$ cat src/design/pasc_pkg.sv
// shared constants and types for the pitot airspeed block
package pasc_pkg;

  localparam int COUNT_WIDTH = 16;
  localparam int RAW_BITS    = 14;

  localparam int MAG_W  = 16;
  localparam int MUL_W  = 17;
  localparam int PROD_W = 2 * MUL_W;

  localparam logic [MAG_W:0] RAW_FULL = (MAG_W + 1)'((1 << RAW_BITS) - 1);
  localparam logic [COUNT_WIDTH-1:0] COUNT_MAX = {COUNT_WIDTH{1'b1}};

  localparam int CFG_W     = 17;
  localparam int CFG_IDX_W = 2;

  typedef enum logic [CFG_IDX_W-1:0] {
    REG_CALIB_WINDOW = 2'd0,
    REG_ALPHA        = 2'd1,
    REG_SCALE        = 2'd2
  } reg_idx_t;

  localparam logic [15:0] CALIB_WINDOW_RST = 16'd3000;
  localparam logic [16:0] ALPHA_RST        = 17'd6554;
  localparam logic [15:0] SCALE_RST        = 16'd56288;

  localparam logic [16:0]       ALPHA_ONE  = 17'd65536;
  localparam logic [PROD_W-1:0] ROUND_HALF = PROD_W'(32768);

  localparam int SQRT_STEPS = 16;
  localparam int DIV_STEPS  = 32;
  localparam int STEP_W     = 5;
  localparam logic [31:0] SQRT_TOP = 32'h4000_0000;

endpackage

$ cat src/design/pasc_if.sv
// handshake channels for sensor frames and airspeed results
interface pasc_in_if;
  logic        valid;
  logic        ready;
  logic        read_ok;
  logic [7:0]  byte_high;
  logic [7:0]  byte_low;
  logic [31:0] time_ms;

  modport source (output valid, read_ok, byte_high, byte_low, time_ms, input ready);
  modport sink   (input valid, read_ok, byte_high, byte_low, time_ms, output ready);
endinterface

interface pasc_out_if;
  logic        valid;
  logic        ready;
  logic [15:0] airspeed;
  logic        calibrated;
  logic        frame_used;

  modport source (output valid, airspeed, calibrated, frame_used, input ready);
  modport sink   (input valid, airspeed, calibrated, frame_used, output ready);
endinterface

$ cat src/design/pitot_airspeed_calibrate_smooth.sv
// pitot airspeed: pressure to speed, zero-offset calibration and ema smoothing
//
//  channel   dir  beat contents                                  handshake
//  frame     in   read_ok, byte_high, byte_low, time_ms           valid/ready
//  result    out  airspeed, calibrated, frame_used                valid/ready
//  config    in   write_index, write_data                         write_en only
//
// an ignored frame goes straight to the result; a used frame runs the 16-step square
// root, and the frame that closes the calibration window adds the 32-step divider,
// both on a one-bit-a-cycle loop; a smoothed frame adds the ema multiply steps
// one frame is in flight at a time; frame.ready is high only while idle
// the result sits in an output register, so a new frame is taken while it waits
// rst is synchronous: clears calibration, smoothing and loads the register defaults
module pitot_airspeed_calibrate_smooth (
  input  logic                            clk,
  input  logic                            rst,
  pasc_in_if.sink                         frame,
  pasc_out_if.source                      result,
  input  logic                            write_en,
  input  logic [pasc_pkg::CFG_IDX_W-1:0]  write_index,
  input  logic [pasc_pkg::CFG_W-1:0]      write_data
);

  typedef enum logic [3:0] {
    S_IDLE,
    S_MUL,
    S_SQRT,
    S_UPDATE,
    S_DIV,
    S_DIVEND,
    S_EMA_A,
    S_EMA_B,
    S_EMA_C,
    S_DONE
  } state_t;

  state_t state;

  // configuration registers
  logic [15:0] calib_window_ms;
  logic [16:0] smoothing_alpha;
  logic [15:0] speed_scale;

  // architectural state
  logic                              offset_ready;
  logic                              window_open;
  logic [31:0]                       window_start;
  logic [31:0]                       speed_sum;
  logic [pasc_pkg::COUNT_WIDTH-1:0]  sample_count;
  logic [15:0]                       zero_offset;
  logic [15:0]                       smoothed_speed;
  logic                              smoothing_started;

  // per-frame working registers
  logic                              used;
  logic [pasc_pkg::MAG_W-1:0]        mag;
  logic [31:0]                       now;
  logic [pasc_pkg::STEP_W-1:0]       step;
  logic [31:0]                       sq_v;
  logic [31:0]                       sq_res;
  logic [31:0]                       sq_bit;
  logic [31:0]                       dv_q;
  logic [pasc_pkg::COUNT_WIDTH-1:0]  dv_rem;
  logic [15:0]                       x;
  logic [pasc_pkg::PROD_W-1:0]       prod;
  logic [pasc_pkg::PROD_W-1:0]       acc;

  // output register
  logic        out_valid;
  logic [15:0] out_airspeed;
  logic        out_calibrated;
  logic        out_frame_used;

  assign frame.ready       = (state == S_IDLE);
  assign result.valid      = out_valid;
  assign result.airspeed   = out_airspeed;
  assign result.calibrated = out_calibrated;
  assign result.frame_used = out_frame_used;

  // frame decode at accept: status 2 or 3 or a failed read drops the frame
  logic                         in_used;
  logic [13:0]                  raw;
  logic [pasc_pkg::MAG_W:0]     twice;
  logic [pasc_pkg::MAG_W:0]     mag_wide;

  assign in_used  = frame.read_ok && !frame.byte_high[7];
  assign raw      = {frame.byte_high[5:0], frame.byte_low};
  assign twice    = (pasc_pkg::MAG_W + 1)'({raw, 1'b0});
  assign mag_wide = (twice >= pasc_pkg::RAW_FULL) ? (twice - pasc_pkg::RAW_FULL)
                                                  : (pasc_pkg::RAW_FULL - twice);

  // shared multiplier, operands picked by the sequencer
  logic [16:0] alpha_cl;
  logic [16:0] alpha_inv;
  logic [pasc_pkg::MUL_W-1:0]  mul_a;
  logic [pasc_pkg::MUL_W-1:0]  mul_b;
  logic [pasc_pkg::PROD_W-1:0] mul_out;

  assign alpha_cl  = (smoothing_alpha > pasc_pkg::ALPHA_ONE) ? pasc_pkg::ALPHA_ONE
                                                             : smoothing_alpha;
  assign alpha_inv = pasc_pkg::ALPHA_ONE - alpha_cl;

  always_comb begin
    case (state)
      S_MUL: begin
        mul_a = {1'b0, mag};
        mul_b = {1'b0, speed_scale};
      end
      S_EMA_A: begin
        mul_a = {1'b0, smoothed_speed};
        mul_b = alpha_inv;
      end
      S_EMA_B: begin
        mul_a = {1'b0, x};
        mul_b = alpha_cl;
      end
      default: begin
        mul_a = '0;
        mul_b = '0;
      end
    endcase
  end

  assign mul_out = mul_a * mul_b;

  // square root step: one result bit per cycle
  logic [32:0] sq_trial;
  logic        sq_take;

  assign sq_trial = {1'b0, sq_res} + {1'b0, sq_bit};
  assign sq_take  = ({1'b0, sq_v} >= sq_trial);

  // restoring divide step: speed_sum / sample_count
  logic [pasc_pkg::COUNT_WIDTH:0] dv_trial;
  logic                           dv_take;

  assign dv_trial = {dv_rem, dv_q[31]};
  assign dv_take  = (dv_trial >= {1'b0, sample_count});

  // calibration bookkeeping for the update step
  logic [15:0]                      speed;
  logic [32:0]                      sum_wide;
  logic [31:0]                      sum_next;
  logic [pasc_pkg::COUNT_WIDTH-1:0] count_next;
  logic [31:0]                      start_eff;
  logic [31:0]                      elapsed;
  logic                             window_done;
  logic [15:0]                      x_val;

  assign speed     = sq_res[15:0];
  assign sum_wide  = {1'b0, speed_sum} + {17'b0, speed};
  assign start_eff = window_open ? window_start : now;
  assign elapsed   = now - start_eff;

  always_comb begin
    if (sample_count != pasc_pkg::COUNT_MAX) begin
      sum_next   = sum_wide[32] ? 32'hFFFF_FFFF : sum_wide[31:0];
      count_next = sample_count + 1'b1;
    end else begin
      sum_next   = speed_sum;
      count_next = sample_count;
    end
  end

  assign window_done = (elapsed >= {16'b0, calib_window_ms}) && (count_next != '0);
  assign x_val       = (speed > zero_offset) ? (speed - zero_offset) : 16'd0;

  // ema tail: rounded q16 sum, saturated to 16 bits
  logic [pasc_pkg::PROD_W-1:0] ema_sum;
  logic [pasc_pkg::PROD_W-17:0] ema_r;

  assign ema_sum = acc + prod;
  assign ema_r   = ema_sum[pasc_pkg::PROD_W-1:16];

  // configuration writes
  always_ff @(posedge clk) begin
    if (rst) begin
      calib_window_ms <= pasc_pkg::CALIB_WINDOW_RST;
      smoothing_alpha <= pasc_pkg::ALPHA_RST;
      speed_scale     <= pasc_pkg::SCALE_RST;
    end else if (write_en) begin
      case (pasc_pkg::reg_idx_t'(write_index))
        pasc_pkg::REG_CALIB_WINDOW: calib_window_ms <= write_data[15:0];
        pasc_pkg::REG_ALPHA:        smoothing_alpha <= write_data[16:0];
        pasc_pkg::REG_SCALE:        speed_scale     <= write_data[15:0];
        default: ;
      endcase
    end
  end

  // sequencer
  always_ff @(posedge clk) begin
    if (rst) begin
      state             <= S_IDLE;
      offset_ready      <= 1'b0;
      window_open       <= 1'b0;
      window_start      <= '0;
      speed_sum         <= '0;
      sample_count      <= '0;
      zero_offset       <= '0;
      smoothed_speed    <= '0;
      smoothing_started <= 1'b0;
      out_valid         <= 1'b0;
      step              <= '0;
    end else begin
      // result beat taken; in S_DONE the register is reloaded below instead
      if (out_valid && result.ready && state != S_DONE) begin
        out_valid <= 1'b0;
      end

      case (state)
        S_IDLE: begin
          if (frame.valid) begin
            used  <= in_used;
            mag   <= mag_wide[pasc_pkg::MAG_W-1:0];
            now   <= frame.time_ms;
            state <= in_used ? S_MUL : S_DONE;
          end
        end

        S_MUL: begin
          sq_v   <= mul_out[31:0];
          sq_res <= '0;
          sq_bit <= pasc_pkg::SQRT_TOP;
          step   <= '0;
          state  <= S_SQRT;
        end

        S_SQRT: begin
          if (sq_take) begin
            sq_v   <= sq_v - sq_trial[31:0];
            sq_res <= (sq_res >> 1) + sq_bit;
          end else begin
            sq_res <= sq_res >> 1;
          end
          sq_bit <= sq_bit >> 2;
          step   <= step + 1'b1;
          if (step == pasc_pkg::STEP_W'(pasc_pkg::SQRT_STEPS - 1)) begin
            state <= S_UPDATE;
          end
        end

        S_UPDATE: begin
          if (!offset_ready) begin
            if (!window_open) begin
              window_open  <= 1'b1;
              window_start <= now;
            end
            speed_sum    <= sum_next;
            sample_count <= count_next;
            if (window_done) begin
              dv_q   <= sum_next;
              dv_rem <= '0;
              step   <= '0;
              state  <= S_DIV;
            end else begin
              state <= S_DONE;
            end
          end else begin
            x <= x_val;
            if (!smoothing_started) begin
              smoothed_speed    <= x_val;
              smoothing_started <= 1'b1;
              state             <= S_DONE;
            end else begin
              state <= S_EMA_A;
            end
          end
        end

        S_DIV: begin
          dv_q   <= {dv_q[30:0], dv_take};
          dv_rem <= dv_take ? pasc_pkg::COUNT_WIDTH'(dv_trial - {1'b0, sample_count})
                            : dv_trial[pasc_pkg::COUNT_WIDTH-1:0];
          step   <= step + 1'b1;
          if (step == pasc_pkg::STEP_W'(pasc_pkg::DIV_STEPS - 1)) begin
            state <= S_DIVEND;
          end
        end

        S_DIVEND: begin
          zero_offset  <= (dv_q > 32'h0000_FFFF) ? 16'hFFFF : dv_q[15:0];
          offset_ready <= 1'b1;
          state        <= S_DONE;
        end

        S_EMA_A: begin
          prod  <= mul_out;
          state <= S_EMA_B;
        end

        S_EMA_B: begin
          acc   <= prod + pasc_pkg::ROUND_HALF;
          prod  <= mul_out;
          state <= S_EMA_C;
        end

        S_EMA_C: begin
          smoothed_speed <= (ema_r > (pasc_pkg::PROD_W - 16)'(16'hFFFF)) ? 16'hFFFF
                                                                          : ema_r[15:0];
          state          <= S_DONE;
        end

        S_DONE: begin
          // wait for the output register to free up
          if (!out_valid || result.ready) begin
            out_valid      <= 1'b1;
            out_airspeed   <= offset_ready ? smoothed_speed : 16'd0;
            out_calibrated <= offset_ready;
            out_frame_used <= used;
            state          <= S_IDLE;
          end
        end

        default: state <= S_IDLE;
      endcase
    end
  end

endmodule
$ cat src/flat_wrapper.sv
// flat-port wrapper written by rule: the top's interface ports become plain ports
module pitot_airspeed_calibrate_smooth_flat 
  (clk, rst, write_en, write_index, write_data, frame_valid, frame_read_ok, frame_byte_high, frame_byte_low, frame_time_ms, frame_ready, result_valid, result_airspeed, result_calibrated, result_frame_used, result_ready);
  pasc_in_if frame_i ();
  pasc_out_if result_i ();
  input  logic clk;
  input  logic rst;
  input  logic write_en;
  input  logic [pasc_pkg::CFG_IDX_W-1:0] write_index;
  input  logic [pasc_pkg::CFG_W-1:0] write_data;
  input wire logic [$bits(frame_i.valid)-1:0] frame_valid;
  input wire logic [$bits(frame_i.read_ok)-1:0] frame_read_ok;
  input wire logic [$bits(frame_i.byte_high)-1:0] frame_byte_high;
  input wire logic [$bits(frame_i.byte_low)-1:0] frame_byte_low;
  input wire logic [$bits(frame_i.time_ms)-1:0] frame_time_ms;
  output wire logic [$bits(frame_i.ready)-1:0] frame_ready;
  output wire logic [$bits(result_i.valid)-1:0] result_valid;
  output wire logic [$bits(result_i.airspeed)-1:0] result_airspeed;
  output wire logic [$bits(result_i.calibrated)-1:0] result_calibrated;
  output wire logic [$bits(result_i.frame_used)-1:0] result_frame_used;
  input wire logic [$bits(result_i.ready)-1:0] result_ready;
  assign frame_i.valid = frame_valid;
  assign frame_i.read_ok = frame_read_ok;
  assign frame_i.byte_high = frame_byte_high;
  assign frame_i.byte_low = frame_byte_low;
  assign frame_i.time_ms = frame_time_ms;
  assign frame_ready = frame_i.ready;
  assign result_valid = result_i.valid;
  assign result_airspeed = result_i.airspeed;
  assign result_calibrated = result_i.calibrated;
  assign result_frame_used = result_i.frame_used;
  assign result_i.ready = result_ready;
  pitot_airspeed_calibrate_smooth u_core (.clk(clk), .rst(rst), .frame(frame_i), .result(result_i), .write_en(write_en), .write_index(write_index), .write_data(write_data));
endmodule
$ cat config.mk
export PLATFORM = sky130hd
export DESIGN_NAME = pitot_airspeed_calibrate_smooth_flat
export DESIGN_NICKNAME = d
export VERILOG_FILES = /design/src/design/pasc_pkg.sv /design/src/design/pasc_if.sv /design/src/design/pitot_airspeed_calibrate_smooth.sv /design/src/flat_wrapper.sv
export SDC_FILE = /design/constraint.sdc
export NUM_CORES = 2
export LEC_CHECK = 0
export BUFFER_PORTS_ARGS = -buffer_cell sky130_fd_sc_hd__buf_2
export CORE_MARGIN = 1.5
export CORE_UTILIZATION = 45
export CTS_BUF_LIST = sky130_fd_sc_hd__clkbuf_16
export CTS_CLUSTER_SIZE = 25
export DETAILED_ROUTE_END_ITERATION = 6
export GPL_TIMING_DRIVEN = 0
export HOLD_SLACK_MARGIN = 0.1
export SYNTH_ARGS = -nofsm -noshare
export SYNTH_HDL_FRONTEND = slang
export SYNTH_SLANG_ARGS = --single-unit
$ cat constraint.sdc
create_clock -name clk -period 16.7 [get_ports clk]
set_input_delay 3.34 -clock clk [delete_from_list [all_inputs] [get_ports clk]]
set_output_delay 3.34 -clock clk [all_outputs]
set_load 0.02 [all_outputs]
Yosys cells after proc, flatten, opt, wreduce, memory -nomap -nowiden
Index checks and enable logic that the tools add are counted.
Widths: inputs -> output; s select.
Word-level totals
  bits in registers: 469
  input port bits: 73
  logic and storage cells: 151
Operators by class
  $add $sub $neg: 14
  multipliers: 1
  $lt $le $gt $ge: 8
  eq/ne operators: 24
  multiplexer cells: 41
  bitwise operators: 2
  reduce and logical (&&, ||, !) cells: 33
Operators by type and width (number)
  $pmux 32 s2: 4
  $mux 32: 7
  $mux 16: 10
  $pmux 16 s2: 2
  $sub 32x32->32: 2
  $pmux 17 s3: 1
  $pmux 16 s3: 1
  $pmux 4 s9: 1
  $add 34x16->34 const B: 1
  $add 34x34->34: 1
  $add 32x16->33: 1
  $add 32x32->33: 1
  $ge 32x33->1: 1
  $mul 16x17->33: 1
  $add 31x32->32: 1
  $ge 32x16->1: 1
  $gt 32x16->1 const B: 1
  $mux 4: 8
  $sub 16x16->16: 2
  $gt 18x16->1 const B: 1
  $reduce_and 3->1: 6
  $ge 17x16->1: 1
  $gt 17x17->1 const B: 1
  $mux 17: 1
  other kinds (34): 66

Longest topological paths before layout
  word-level depth: 7
  gate-level depth with buffers: 36

Least setup slack after synthesis
OpenSTA, ideal clock, no wires.
  kind: input-to-reg
  from: input port rst
  to: register u_core.sq_v[0], enable pin
  data arrival time: 8.121 ns
  setup slack: 8.108 ns
  cell stages on the path: 3
  cells stage by stage: clkbuf_1 -> nor2_1 -> a21boi_0
Between the ends
  word-level cells in the longest chain between the ends: 2
RTL lines
  from (decl): RTL line flat_wrapper.sv:7  | input logic rst;
  $not 1->1 (no line)
  $reduce_and 3->1 (no line)
  to (signal assigned): RTL line pitot_airspeed_calibrate_smooth.sv:222  | sq_v <= mul_out[31:0];
  to (signal assigned): RTL line pitot_airspeed_calibrate_smooth.sv:231  | sq_v <= sq_v - sq_trial[31:0];
  to (decl): RTL line pitot_airspeed_calibrate_smooth.sv:59  | logic [31:0] sq_v;
No other way between the ends.
A chain may end at the register's enable or synchronous reset.

Worst setup path in the final report
  from: register u_core.smoothing_alpha[5]
  to: register u_core.sq_v[31], data pin
Between the ends
  word-level cells in the longest chain between the ends: 6
RTL lines
  from (decl): RTL line pitot_airspeed_calibrate_smooth.sv:41  | logic [16:0] smoothing_alpha;
  from (signal assigned): RTL line pitot_airspeed_calibrate_smooth.sv:179  | smoothing_alpha <= pasc_pkg::ALPHA_RST;
  from (signal assigned): RTL line pitot_airspeed_calibrate_smooth.sv:184  | pasc_pkg::REG_ALPHA: smoothing_alpha <= write_data[16:0];
  $gt 17x17->1: RTL line pitot_airspeed_calibrate_smooth.sv:99  | assign alpha_cl = (smoothing_alpha > pasc_pkg::ALPHA_ONE) ? pasc_pkg::ALPHA_ONE
  $mux 17 *: RTL line pitot_airspeed_calibrate_smooth.sv:99
  $sub 17x17->17: RTL line pitot_airspeed_calibrate_smooth.sv:101  | assign alpha_inv = pasc_pkg::ALPHA_ONE - alpha_cl;
  $pmux 17 s3 *: RTL line pitot_airspeed_calibrate_smooth.sv:104  | case (state)
  $mul 16x17->33 *: RTL line pitot_airspeed_calibrate_smooth.sv:124  | assign mul_out = mul_a * mul_b;
  named net u_core.mul_out, one bit: RTL line pitot_airspeed_calibrate_smooth.sv:97  | logic [pasc_pkg::PROD_W-1:0] mul_out;
  $pmux 32 s2 *: RTL line pitot_airspeed_calibrate_smooth.sv:211  | case (state)
The timed path passes the listed nets; every way through them passes the cells marked *.

==> results.yml <==
outcome:
  outcome: "complete, no violations"
placed_design:
  port_buffers: 90
  place_inst: 5276
  pre_cts_slack_ps: 6410
  post_dp_cell_area_sq_um: 38900
  gp_congestion: 0.962
  dp_hpwl_um: 87900
synth:
  ys_seq_area_share_pct: 31.8
  synthCells: 4117
  synthFlopType: "edfxtp_1"
  async_flop_share_pct: 0
  synth.top_cell.area_share_pct: 22.4
  yosysTopAreaCell: "edfxtp_1"
  yosysWarnings: 0
  synth_most_common_cell: "nand2_1"
  synth_cell_types: 91
  synth-seq-cells: 449
  synth_area_sq_um: 36900
  syn_nets: 4707
  yosys-top-cells-count: "474 x nand2_1, 432 x nor2_1, 352 x inv_1"
  synth_edf_count: 275
  synthTopCellsByArea: "edfxtp_1 22%, fa_1 12%, ha_1 10%, dfxtp_1 9.4%, nand2_1 4.8%"
  avgSynthCellArea_sq_um: 8.97
cts:
  hold_buffers: 0
  cts.sinks: 449
  root_buffer: "clkbuf_16"
  clock_latency_ps: 640
  htreeDepth: 2
  cts_buffers: 52
  cts_setup_buffers: 0
  cts_tree: "yes"
  clk_path_buf_depth: 3
  clk_pin_slew_ps: 60
  cts_resized: 0
critical_path:
  crit_type: "register to register"
  required_ps: 17190
  start_kind: "register"
  slowest_delay_ps: 680
  cp_max_fo: 10
  slowest_stage: "a311oi_1"
  worst_r2r_endpoint: "u_core.sq_v[31]$_DFFE_PP_"
  rrSetupSlack_ps: 6370
  r2r_start: "u_core.smoothing_alpha[5]$_SDFFE_PP0P_"
  cp_common_cell: "fa_1"
  endpoint: "u_core.sq_v[31]$_DFFE_PP_"
  startpoint: "u_core.smoothing_alpha[5]$_SDFFE_PP0P_"
  endpoint_kind: "register"
  reg2reg_depth: 32
  crit_arrival_ps: 10820
timing:
  hold_viol_final: 0
  setup-violations-final: 0
  max-slew-margin-rel_pct: 11.5
  fin_setup_tns_ps: 0
  timing.fmax_ghz: 0.0968
  worst_pin_slew_ps: 1330
  slew_viol_final: 0
  skew_ps: 61.9
  timing.final.crit_share_pct: 61.9
  rsz0062_at_grt: "no"
  period_needed_ps: 10330
  finalWorstSetupSlack_ps: 6370
global_routing:
  antenna_found_initial: 0
  grtUsageTotal_pct: 26.6
  overflow: 0
  grt_pass1_wl_um: 171000
  grt_pass1_vias: 29500
  grt_max_degree: 35
power_and_ir_drop:
  power_mw: 4.93
  max-vdd-ir-drop_v: 0.0000836
  power_density_nw_per_um2: 121
  leakage_nw: 16.6
finish:
  drive_gt1_share_pct: 6.19
  syn_to_final_growth_pct: 10.4
  final_nets: 4860
  fin_area_sq_um: 40800
  stdcell_count: 5374
  diodes: 0
routing:
  vias: 31000
  ant_nets: 0
  drtPass1Iterations: 6
  vias_per_cell: 5.76
  drc_errors: 0
  drt_iter0_drc: 2779
  wire_per_inst_um: 20.8
  routed_wl_um: 112000
die:
  die_width_um: 289
  die-area_sq_um: 83800
  coreArea_sq_um: 80900
  rows: 104
  io_pins: 93
  die_height_um: 289
  start_util_pct: 45.6
min_path:
  hp-class: "register to register"
  worstHoldStart: "u_core.used$_DFFE_PP_"
job:
  max_cap_violations: 0
## logic make-up after synthesis
group,after synthesis,synth area share [%]
and+or+nand+nor,1422,17.7
AOI/OAI and AO/OA,926,16.1
buffers and inverters,517,5.56
adders and majority gates,517,21.8
DFF,449,31.8
xor gates and xnor gates,212,5.03
muxes,74,2.03
## through the flow
step,hold WS [ps],util (%)
4_1_cts,441,50.4
5_1_grt,468,50.4
2_1_floorplan,400,-
6_report,441,50.4
3_5_place_dp,420,48.0
3_3_place_gp,402,47.8
## cells in the final DEF (no fill, tap or decap), drive strengths merged, types with 16 or more instances in the layout
cell,synthesis,layout
a211oi,62,62
a21o,75,75
a21oi,259,259
a22oi,19,19
a311oi,17,17
a31oi,51,51
and2,64,64
and3,40,40
buf,26,125
clkbuf,138,191
clkinv,0,21
dfxtp,174,174
edfxtp,275,275
fa,213,213
ha,304,304
inv,353,361
mux2i,68,68
nand2,474,474
nand2b,22,22
nand3,88,88
nand4,57,57
nor2,432,432
nor2b,30,30
nor3,86,86
nor4,23,23
o211ai,32,32
o21a,26,26
o21ai,200,200
o21bai,24,24
o31ai,43,43
or2,16,16
or3,45,45
xnor2,132,132
xor2,80,80
## worst max-delay path, delay by kind of cell (launching register included)
| kind | cells | cell delay (ps) |
|---|---|---|
| AOI/OAI and AO/OA | 11 | 3620 |
| xor gates and xnor gates | 1 | 440 |
| adders and majority gates | 7 | 3390 |
| buffers and inverters | 5 | 630 |
| DFF | 1 | 380 |
| and+or+nand+nor | 8 | 1730 |
## routing by layer
metal | up-vias | GRT usage (%) | share of wire [%]
li1 | 14800 | - | -
met1 | 15000 | 38.1 | 45
met2 | 980 | 42.2 | 45
met3 | 173 | 2.93 | 6.3
met4 | 0 | 8.06 | 3.1
met5 | - | 0 | 0
## power by group
group / switching (mW) / leakage (nW) / internal (mW)
clock: 0.501 / 0.932 / 0.766
sequential: 0.122 / 3.99 / 1.34
combinational: 1.41 / 11.7 / 0.780
total: 2.04 / 16.6 / 2.89
## area by class of cell
cell class | instances | area, sq um
fillers | 7715 | 40100
well taps | 1060 | 1330
plain buffers | 164 | 729
multi-input cells | 3151 | 23200
flip-flops and latches | 449 | 11700
clock inverters | 45 | 572
repair buffers | 99 | 581
clock buffers | 53 | 1330
inverters | 353 | 1330
## state kept, by name, summed over array words and instances, names as in the netlist, 5 cells and up
| signal | count |
|---|---|
| u_core.mag | 13 |
| u_core.window_start | 32 |
| u_core.calib_window_ms | 16 |
| u_core.zero_offset | 16 |
| u_core.prod | 33 |
| u_core.acc | 34 |
| u_core.sample_count | 16 |
| u_core.sq_bit | 16 |
| u_core.sq_v | 32 |
| u_core.speed_sum | 32 |
| u_core.dv_rem | 16 |
| u_core.smoothed_speed | 16 |
| u_core.result.airspeed | 16 |
| u_core.dv_q | 32 |
| u_core.sq_res | 32 |
| u_core.x | 16 |
| u_core.step | 5 |
| u_core.speed_scale | 16 |
| u_core.now | 32 |
| u_core.smoothing_alpha | 17 |
## how the worst min path moves through the flow
stage	to	cells past startpoint
2_1_floorplan	u_core.result.frame_used$_DFFE_PP_	0
3_3_place_gp	u_core.result.frame_used$_DFFE_PP_	0
3_5_place_dp	u_core.result.frame_used$_DFFE_PP_	0
4_1_cts	u_core.result.frame_used$_DFFE_PP_	0
5_1_grt	u_core.result.frame_used$_DFFE_PP_	0
6_report	u_core.result.frame_used$_DFFE_PP_	0
Power figures use the tool's default switching activity.
